### src/design/sqe_pkg.sv
// Shared constants and interface structs for the string quicksort engine.
// No dependencies; imported by every module of the block.
package sqe_pkg;

  localparam int MAX_NAMES  = 64;
  localparam int NAME_BYTES = 128;

  localparam int IDX_W  = $clog2(MAX_NAMES);
  localparam int CNT_W  = $clog2(MAX_NAMES + 1);
  localparam int LEN_W  = $clog2(NAME_BYTES + 1);
  localparam int KW     = $clog2(NAME_BYTES + 1);
  localparam int ADDR_W = $clog2(MAX_NAMES * NAME_BYTES);

  // write side of the name store, driven by the loader
  typedef struct packed {
    logic              byte_we;
    logic [ADDR_W-1:0] byte_addr;
    logic [7:0]        byte_data;
    logic              len_we;
    logic [IDX_W-1:0]  len_slot;
    logic [LEN_W-1:0]  len_data;
  } name_wr_t;

  // read side: two slots compared at one character position
  typedef struct packed {
    logic [IDX_W-1:0] slot_a;
    logic [IDX_W-1:0] slot_b;
    logic [KW-1:0]    pos;
  } name_rd_t;

  // read data, registered in the cycle after the request
  typedef struct packed {
    logic [LEN_W-1:0] len_a;
    logic [LEN_W-1:0] len_b;
    logic [7:0]       byte_a;
    logic [7:0]       byte_b;
  } name_rdata_t;

endpackage

### src/design/sqe_sorter.sv
// Sort sequencer: order array, range stack, Lomuto partition loop, byte compare
// and result emission. Depends on sqe_pkg; reads names through sqe_names.
module sqe_sorter import sqe_pkg::*; (
  input  logic             clk,
  input  logic             rst,
  input  logic             go,
  input  logic [CNT_W-1:0] go_count,
  input  logic             go_ovf,
  output logic             busy,
  output name_rd_t         rd,
  input  name_rdata_t      rdata,
  output logic             result_valid,
  output logic [IDX_W-1:0] slot_index,
  output logic             last_index,
  output logic             overflow
);

  typedef enum logic [4:0] {
    S_IDLE, S_INIT, S_SEED, S_POP, S_POPW, S_PIVW, S_JRD, S_JW, S_CL, S_CLW,
    S_CB, S_CBW, S_SWR, S_SWW1, S_SWW2, S_FW1, S_FW2, S_PUSH1, S_PUSH2,
    S_EMR, S_EMO
  } state_t;

  state_t           state;
  logic [CNT_W-1:0] n;
  logic [CNT_W-1:0] k;
  logic [CNT_W-1:0] sp;
  logic [IDX_W-1:0] lo, hi, ip, j;
  logic [IDX_W-1:0] a, pivot, x;
  logic [KW-1:0]    pos;
  logic             ovf;

  logic [IDX_W-1:0]   order [MAX_NAMES];
  logic [2*IDX_W-1:0] stack [MAX_NAMES];
  logic [IDX_W-1:0]   ord_q;
  logic [2*IDX_W-1:0] stk_q;

  logic               ord_we;
  logic [IDX_W-1:0]   ord_wa, ord_wd, ord_ra;
  logic               stk_we;
  logic [IDX_W-1:0]   stk_wa, stk_ra;
  logic [2*IDX_W-1:0] stk_wd;

  logic [7:0] ca, cb;
  logic       push_lo, push_hi;
  logic [CNT_W-1:0] sp_m1;

  assign ca = ({1'b0, pos} < {1'b0, rdata.len_a}) ? rdata.byte_a : 8'd0;
  assign cb = ({1'b0, pos} < {1'b0, rdata.len_b}) ? rdata.byte_b : 8'd0;
  assign push_lo = ({1'b0, ip} > CNT_W'(lo) + CNT_W'(1)) && (sp < CNT_W'(MAX_NAMES));
  assign push_hi = (CNT_W'(hi) > CNT_W'(ip) + CNT_W'(1)) && (sp < CNT_W'(MAX_NAMES));
  assign sp_m1   = sp - CNT_W'(1);

  assign rd.slot_a = a;
  assign rd.slot_b = pivot;
  assign rd.pos    = pos;

  always_comb begin
    ord_we = 1'b0;
    ord_wa = '0;
    ord_wd = '0;
    ord_ra = '0;
    stk_we = 1'b0;
    stk_wa = sp[IDX_W-1:0];
    stk_wd = '0;
    stk_ra = sp_m1[IDX_W-1:0];
    unique case (state)
      S_INIT: begin
        ord_we = 1'b1;
        ord_wa = k[IDX_W-1:0];
        ord_wd = k[IDX_W-1:0];
      end
      S_SEED: begin
        stk_we = 1'b1;
        stk_wa = '0;
        stk_wd = {IDX_W'(n - CNT_W'(1)), IDX_W'(0)};
      end
      S_POPW:  ord_ra = stk_q[2*IDX_W-1:IDX_W];
      S_JRD:   ord_ra = (j < hi) ? j : ip;
      S_SWR:   ord_ra = ip;
      S_SWW1: begin
        ord_we = 1'b1; ord_wa = ip; ord_wd = a;
      end
      S_SWW2: begin
        ord_we = 1'b1; ord_wa = j; ord_wd = x;
      end
      S_FW1: begin
        ord_we = 1'b1; ord_wa = ip; ord_wd = pivot;
      end
      S_FW2: begin
        ord_we = 1'b1; ord_wa = hi; ord_wd = x;
      end
      S_PUSH1: begin
        stk_we = push_lo;
        stk_wd = {IDX_W'(ip - IDX_W'(1)), lo};
      end
      S_PUSH2: begin
        stk_we = push_hi;
        stk_wd = {hi, IDX_W'(ip + IDX_W'(1))};
      end
      S_EMR:   ord_ra = k[IDX_W-1:0];
      default: ;
    endcase
  end

  always_ff @(posedge clk) begin
    if (ord_we) begin
      order[ord_wa] <= ord_wd;
    end
    ord_q <= order[ord_ra];
  end

  always_ff @(posedge clk) begin
    if (stk_we) begin
      stack[stk_wa] <= stk_wd;
    end
    stk_q <= stack[stk_ra];
  end

  always_ff @(posedge clk) begin
    if (rst) begin
      state <= S_IDLE;
      k     <= '0;
      sp    <= '0;
    end else begin
      unique case (state)
        S_IDLE: begin
          if (go && go_count != '0) begin
            n     <= go_count;
            ovf   <= go_ovf;
            k     <= '0;
            state <= S_INIT;
          end
        end
        S_INIT: begin
          if (k == n - CNT_W'(1)) begin
            k     <= '0;
            state <= (n < CNT_W'(2)) ? S_EMR : S_SEED;
          end else begin
            k <= k + CNT_W'(1);
          end
        end
        S_SEED: begin
          sp    <= CNT_W'(1);
          state <= S_POP;
        end
        S_POP: begin
          if (sp == '0) begin
            k     <= '0;
            state <= S_EMR;
          end else begin
            sp    <= sp_m1;
            state <= S_POPW;
          end
        end
        S_POPW: begin
          lo <= stk_q[IDX_W-1:0];
          hi <= stk_q[2*IDX_W-1:IDX_W];
          ip <= stk_q[IDX_W-1:0];
          j  <= stk_q[IDX_W-1:0];
          if (stk_q[IDX_W-1:0] >= stk_q[2*IDX_W-1:IDX_W]
              || CNT_W'(stk_q[2*IDX_W-1:IDX_W]) >= n) begin
            state <= S_POP;
          end else begin
            state <= S_PIVW;
          end
        end
        S_PIVW: begin
          pivot <= ord_q;
          state <= S_JRD;
        end
        S_JRD:  state <= (j < hi) ? S_JW : S_FW1;
        S_JW: begin
          a     <= ord_q;
          state <= S_CL;
        end
        S_CL:   state <= S_CLW;
        S_CLW: begin
          pos   <= '0;
          state <= S_CB;
        end
        S_CB:   state <= S_CBW;
        S_CBW: begin
          if (ca != cb) begin
            if (ca < cb) begin
              state <= S_SWR;
            end else begin
              j     <= j + IDX_W'(1);
              state <= S_JRD;
            end
          end else if (ca == 8'd0) begin
            j     <= j + IDX_W'(1);
            state <= S_JRD;
          end else begin
            pos   <= pos + KW'(1);
            state <= S_CB;
          end
        end
        S_SWR:  state <= S_SWW1;
        S_SWW1: begin
          x     <= ord_q;
          state <= S_SWW2;
        end
        S_SWW2: begin
          ip    <= ip + IDX_W'(1);
          j     <= j + IDX_W'(1);
          state <= S_JRD;
        end
        S_FW1: begin
          x     <= ord_q;
          state <= S_FW2;
        end
        S_FW2:  state <= S_PUSH1;
        S_PUSH1: begin
          if (push_lo) begin
            sp <= sp + CNT_W'(1);
          end
          state <= S_PUSH2;
        end
        S_PUSH2: begin
          if (push_hi) begin
            sp <= sp + CNT_W'(1);
          end
          state <= S_POP;
        end
        S_EMR:  state <= S_EMO;
        S_EMO: begin
          k     <= k + CNT_W'(1);
          state <= (k == n - CNT_W'(1)) ? S_IDLE : S_EMR;
        end
        default: state <= S_IDLE;
      endcase
    end
  end

  assign busy         = (state != S_IDLE);
  assign result_valid = (state == S_EMO);
  assign slot_index   = ord_q;
  assign last_index   = (k == n - CNT_W'(1));
  assign overflow     = ovf;

`ifndef ASSERT_OFF
  a_sp_range: assert property (@(posedge clk) disable iff (rst)
    sp <= CNT_W'(MAX_NAMES))
    else $error("range stack pointer beyond depth");
  a_ip_le_j: assert property (@(posedge clk) disable iff (rst)
    state == S_JRD |-> ip <= j && j <= hi)
    else $error("partition indices out of order");
  a_last_ends: assert property (@(posedge clk) disable iff (rst)
    result_valid && last_index |=> !busy)
    else $error("sorter still busy after last index");
  a_go_idle: assert property (@(posedge clk) disable iff (rst)
    go |-> state == S_IDLE)
    else $error("sort started while busy");
`endif

endmodule

### config.mk
export PLATFORM = sky130hd
export DESIGN_NAME = sqe_sorter
export DESIGN_NICKNAME = d
export VERILOG_FILES = /design/src/design/sqe_pkg.sv /design/src/design/sqe_sorter.sv
export SDC_FILE = /design/constraint.sdc
export NUM_CORES = 2
export LEC_CHECK = 0
export BUFFER_PORTS_ARGS = -buffer_cell sky130_fd_sc_hd__buf_2
export CAP_MARGIN = 20
export CORE_ASPECT_RATIO = 1.5
export CORE_MARGIN = 2
export CORE_UTILIZATION = 35
export DETAILED_ROUTE_END_ITERATION = 10
export PLACE_DENSITY = 0.5
export SYNTH_ARGS = -nofsm -noshare
export SYNTH_HDL_FRONTEND = slang
export SYNTH_SLANG_ARGS = --single-unit
### constraint.sdc
create_clock -name clk -period 8.3 [get_ports clk]
set_input_delay 0.415 -clock clk [delete_from_list [all_inputs] [get_ports clk]]
set_output_delay 0.415 -clock clk [all_outputs]
set_load 0.01 [all_outputs]
==> impl_metrics.toml <==
[run_status]
outcome = "finished clean"

[layout]
stdcell_count = 5139
nets = 3230
drive_above_1_share_pct = 22.5
n_fill_cell = 13213
finish.utilization_pct = 40.5
syn2layout_area_growth_pct = 14.8

[sta]
slew_viol_final = 0
finalHoldViolCount = 0
fin_crit_sh_pct = 60.0
fin_tns_setup_ps = 0
skew_ps = 58.2
hold_slack_ps = 159
rsz0062_at_grt = "no"
slew-limit-headroom_pct = 24.2
worstMarginPinSlew_ps = 1130
finalSetupViolCount = 0
post-route-min-period_ps = 4980
max_clock_freq_mhz = 201

[global_route]
antenna_found_initial = 3
grt_pass1_wl_um = 204000
grt_max_degree = 104
grtUsageTotal_pct = 18.7
first_global_vias = 29078
grt_overflow_total = 0

[clocking]
clockBufferDepth = 3
cts.repair.resized = 0
clk_pin_slew_ps = 70
insertion_delay_ps = 770
htree_num_levels = 3
cts_buffers = 118
post_cts_buffers = 0
cts_tree = "yes"
clock-sinks = 1247
cts_root_buffer = "clkbuf_16"

[floorplanning]
core_um2 = 146000
die_h_um = 474
design.die.area_um2 = 150000
start_util_pct = 35.2
ios = 73
rows = 172
fp.dieW_um = 317

[route]
drcViolationCount = 0
first_pass_iters = 6
ant_nets = 0
totalWireLength_um = 140000
drt-initial-drc-count = 2460
wl_per_cell_um = 27.3
vias_per_cell = 5.45
via_count = 28024

[logic_synthesis]
syn-num-nets = 3092
synth-seq-cells = 1247
avgSynthCellArea_um2 = 17.3
async_flop_share_pct = 0
yosysSeqAreaShare_pct = 71.9
yosysWarnings = 0
syn_area_um2 = 51600
syn_inst = 2988
dominantRegCellSynth = "edfxtp_1"
yosysUniqueCellTypes = 80
synth_edf_count = 1210

[min_path]
min_from = "rst"
hp-class = "primary input to register"
hold_depth = 2
min_to = "sp[1]"

[flow_run]
maxCapViolCount = 0

[power_and_ir_drop]
pwr_density_cell_nw_per_um2 = 236
leakage_nw = 19.4
vdd_ir_drop_max_v = 0.000186

[placement]
dp_hpwl_um = 91000
finalWeightedCongestion = 0.871
numPortBuffers = 72
dp_cells = 4896

[worst_setup_path]
rrSetupSlack_ps = 3320
cp-end-kind = "register"
cp_max_fo = 8
crit-reg2reg-launch = "pos[1]"
worstPathArrival_ps = 5380
timing.rr.end = "j[5]"
r2r_cells = 17
cp.required_ps = 8700
worst-setup-path-type = "register to register"
critPathLaunchType = "register"
cell type report:
| type | instances | area (um^2) | area share (%) |
|---|---|---|---|
| Sequential cell | 1247 | 37100 | 62.6 |
| Multi-Input combinational cell | 1520 | 14000 | 23.7 |
| Clock buffer | 147 | 3180 | 5.38 |
| Tap cell | 1914 | 2390 | 4.05 |
| Timing Repair Buffer | 190 | 1360 | 2.29 |
| Clock inverter | 71 | 952 | 1.61 |
| Inverter | 49 | 184 | 0.311 |
| Antenna cell | 1 | 2.50 | 0.00423 |
power by group:
group          switching, mW  total, mW  internal, mW
clock                   2.44       5.71          3.27
sequential            0.0872       7.03          6.94
combinational          0.761       1.26         0.501
total                   3.29       14.0          10.7
Yosys cell counts, types with 22 or more instances:
cell type	count	share of area (%)
o21ai_0	42	0.41
xor2_1	24	0.41
nor2_1	133	0.97
buf_1	33	0.24
nand2_1	300	2.2
mux2i_1	68	1.3
dfxtp_1	37	1.4
mux4_2	252	11
a31oi_1	22	0.27
nor4_1	23	0.28
a21o_1	25	0.36
a21oi_1	77	0.75
edfxtp_1	1210	70
inv_1	49	0.36
clkbuf_1	85	0.62
nor3_1	68	0.66
nand3_1	102	0.99
buf_2	36	0.35
ha_1	61	1.5
worst max-delay path by stage:
stage	end	slack, ps	startpoint	cells after the start
after floorplan	pos[0]	3420	pos[1]	14
after global placement	j[2]	3040	rdata[17]	19
after detailed placement	j[2]	3100	rdata[17]	19
after CTS	j[1]	3180	pos[1]	17
after global routing	j[1]	2860	pos[1]	17
final	j[5]	3320	pos[1]	17
per-stage QoR:
stage	power, mW	area, um^2	worst slack (ps)
floorplan	7.94	51600	3420
global placement	8.43	54800	3040
detailed placement	8.45	54800	3100
CTS	14.2	59000	3180
global route	14.4	59200	2860
finish	14.0	59200	3320
sequential cells by signal, indices dropped and copies added, names as in the netlist, 7 cells and up:
register	flops
sp	7
n	7
stack	768
order	384
stk_q	12
pos	8
k	7
kinds of logic after synthesis:
logic type	Yosys count	share of synthesized area [%]
DFF	1247	71.9
xor gates and xnor gates	43	0.730
buffers and inverters	221	1.90
adders and majority gates	61	1.48
and+or+nand+nor	729	6.43
muxes	326	12.5
AOI/OAI and AO/OA	361	5.09
critical path, stage by stage, from the launching register on:
cell and delay (ps):
edfxtp_1 490, ha_1 340, a21o_1 190, a21o_1 180
a21o_1 170, a21o_1 170, a21o_1 170, a21o_1 160
a21oi_1 450, nand2_1 130, ha_1 320, nor2b_1 130
o21a_1 120, o21ai_0 70, and3b_1 160, o21ai_0 360
a21oi_1 260, a211oi_1 750
placed cells by master (no fill, tap or decap), types with 20 or more instances in the layout:
cell type,count
ha_1,60
nand4_1,20
a31oi_1,22
xor2_1,24
dfxtp_1,36
nor2_1,132
a21oi_1,76
buf_4,92
mux2i_1,68
o21ai_0,35
mux4_2,252
edfxtp_1,1210
inv_1,49
nand3_1,101
nand2_1,300
clkbuf_16,120
nor3_2,41
a21o_1,25
a211oi_1,20
nor3_1,28
buf_2,72
routing by layer:
metal / global-route usage [%] / wire, um / up-vias
li1: - / - / 12256
met1: 22.3 / 53400 / 14622
met2: 33.6 / 74400 / 893
met3: 2.47 / 6470 / 253
met4: 7.96 / 5980 / 0
met5: 0 / 0 / -
timing repair:
action,in CTS,in global routing
endpoints found under the hold margin,8,0
setup endpoints to repair,0,0
hold buffers,8,0
Power figures use the tool's default switching activity.
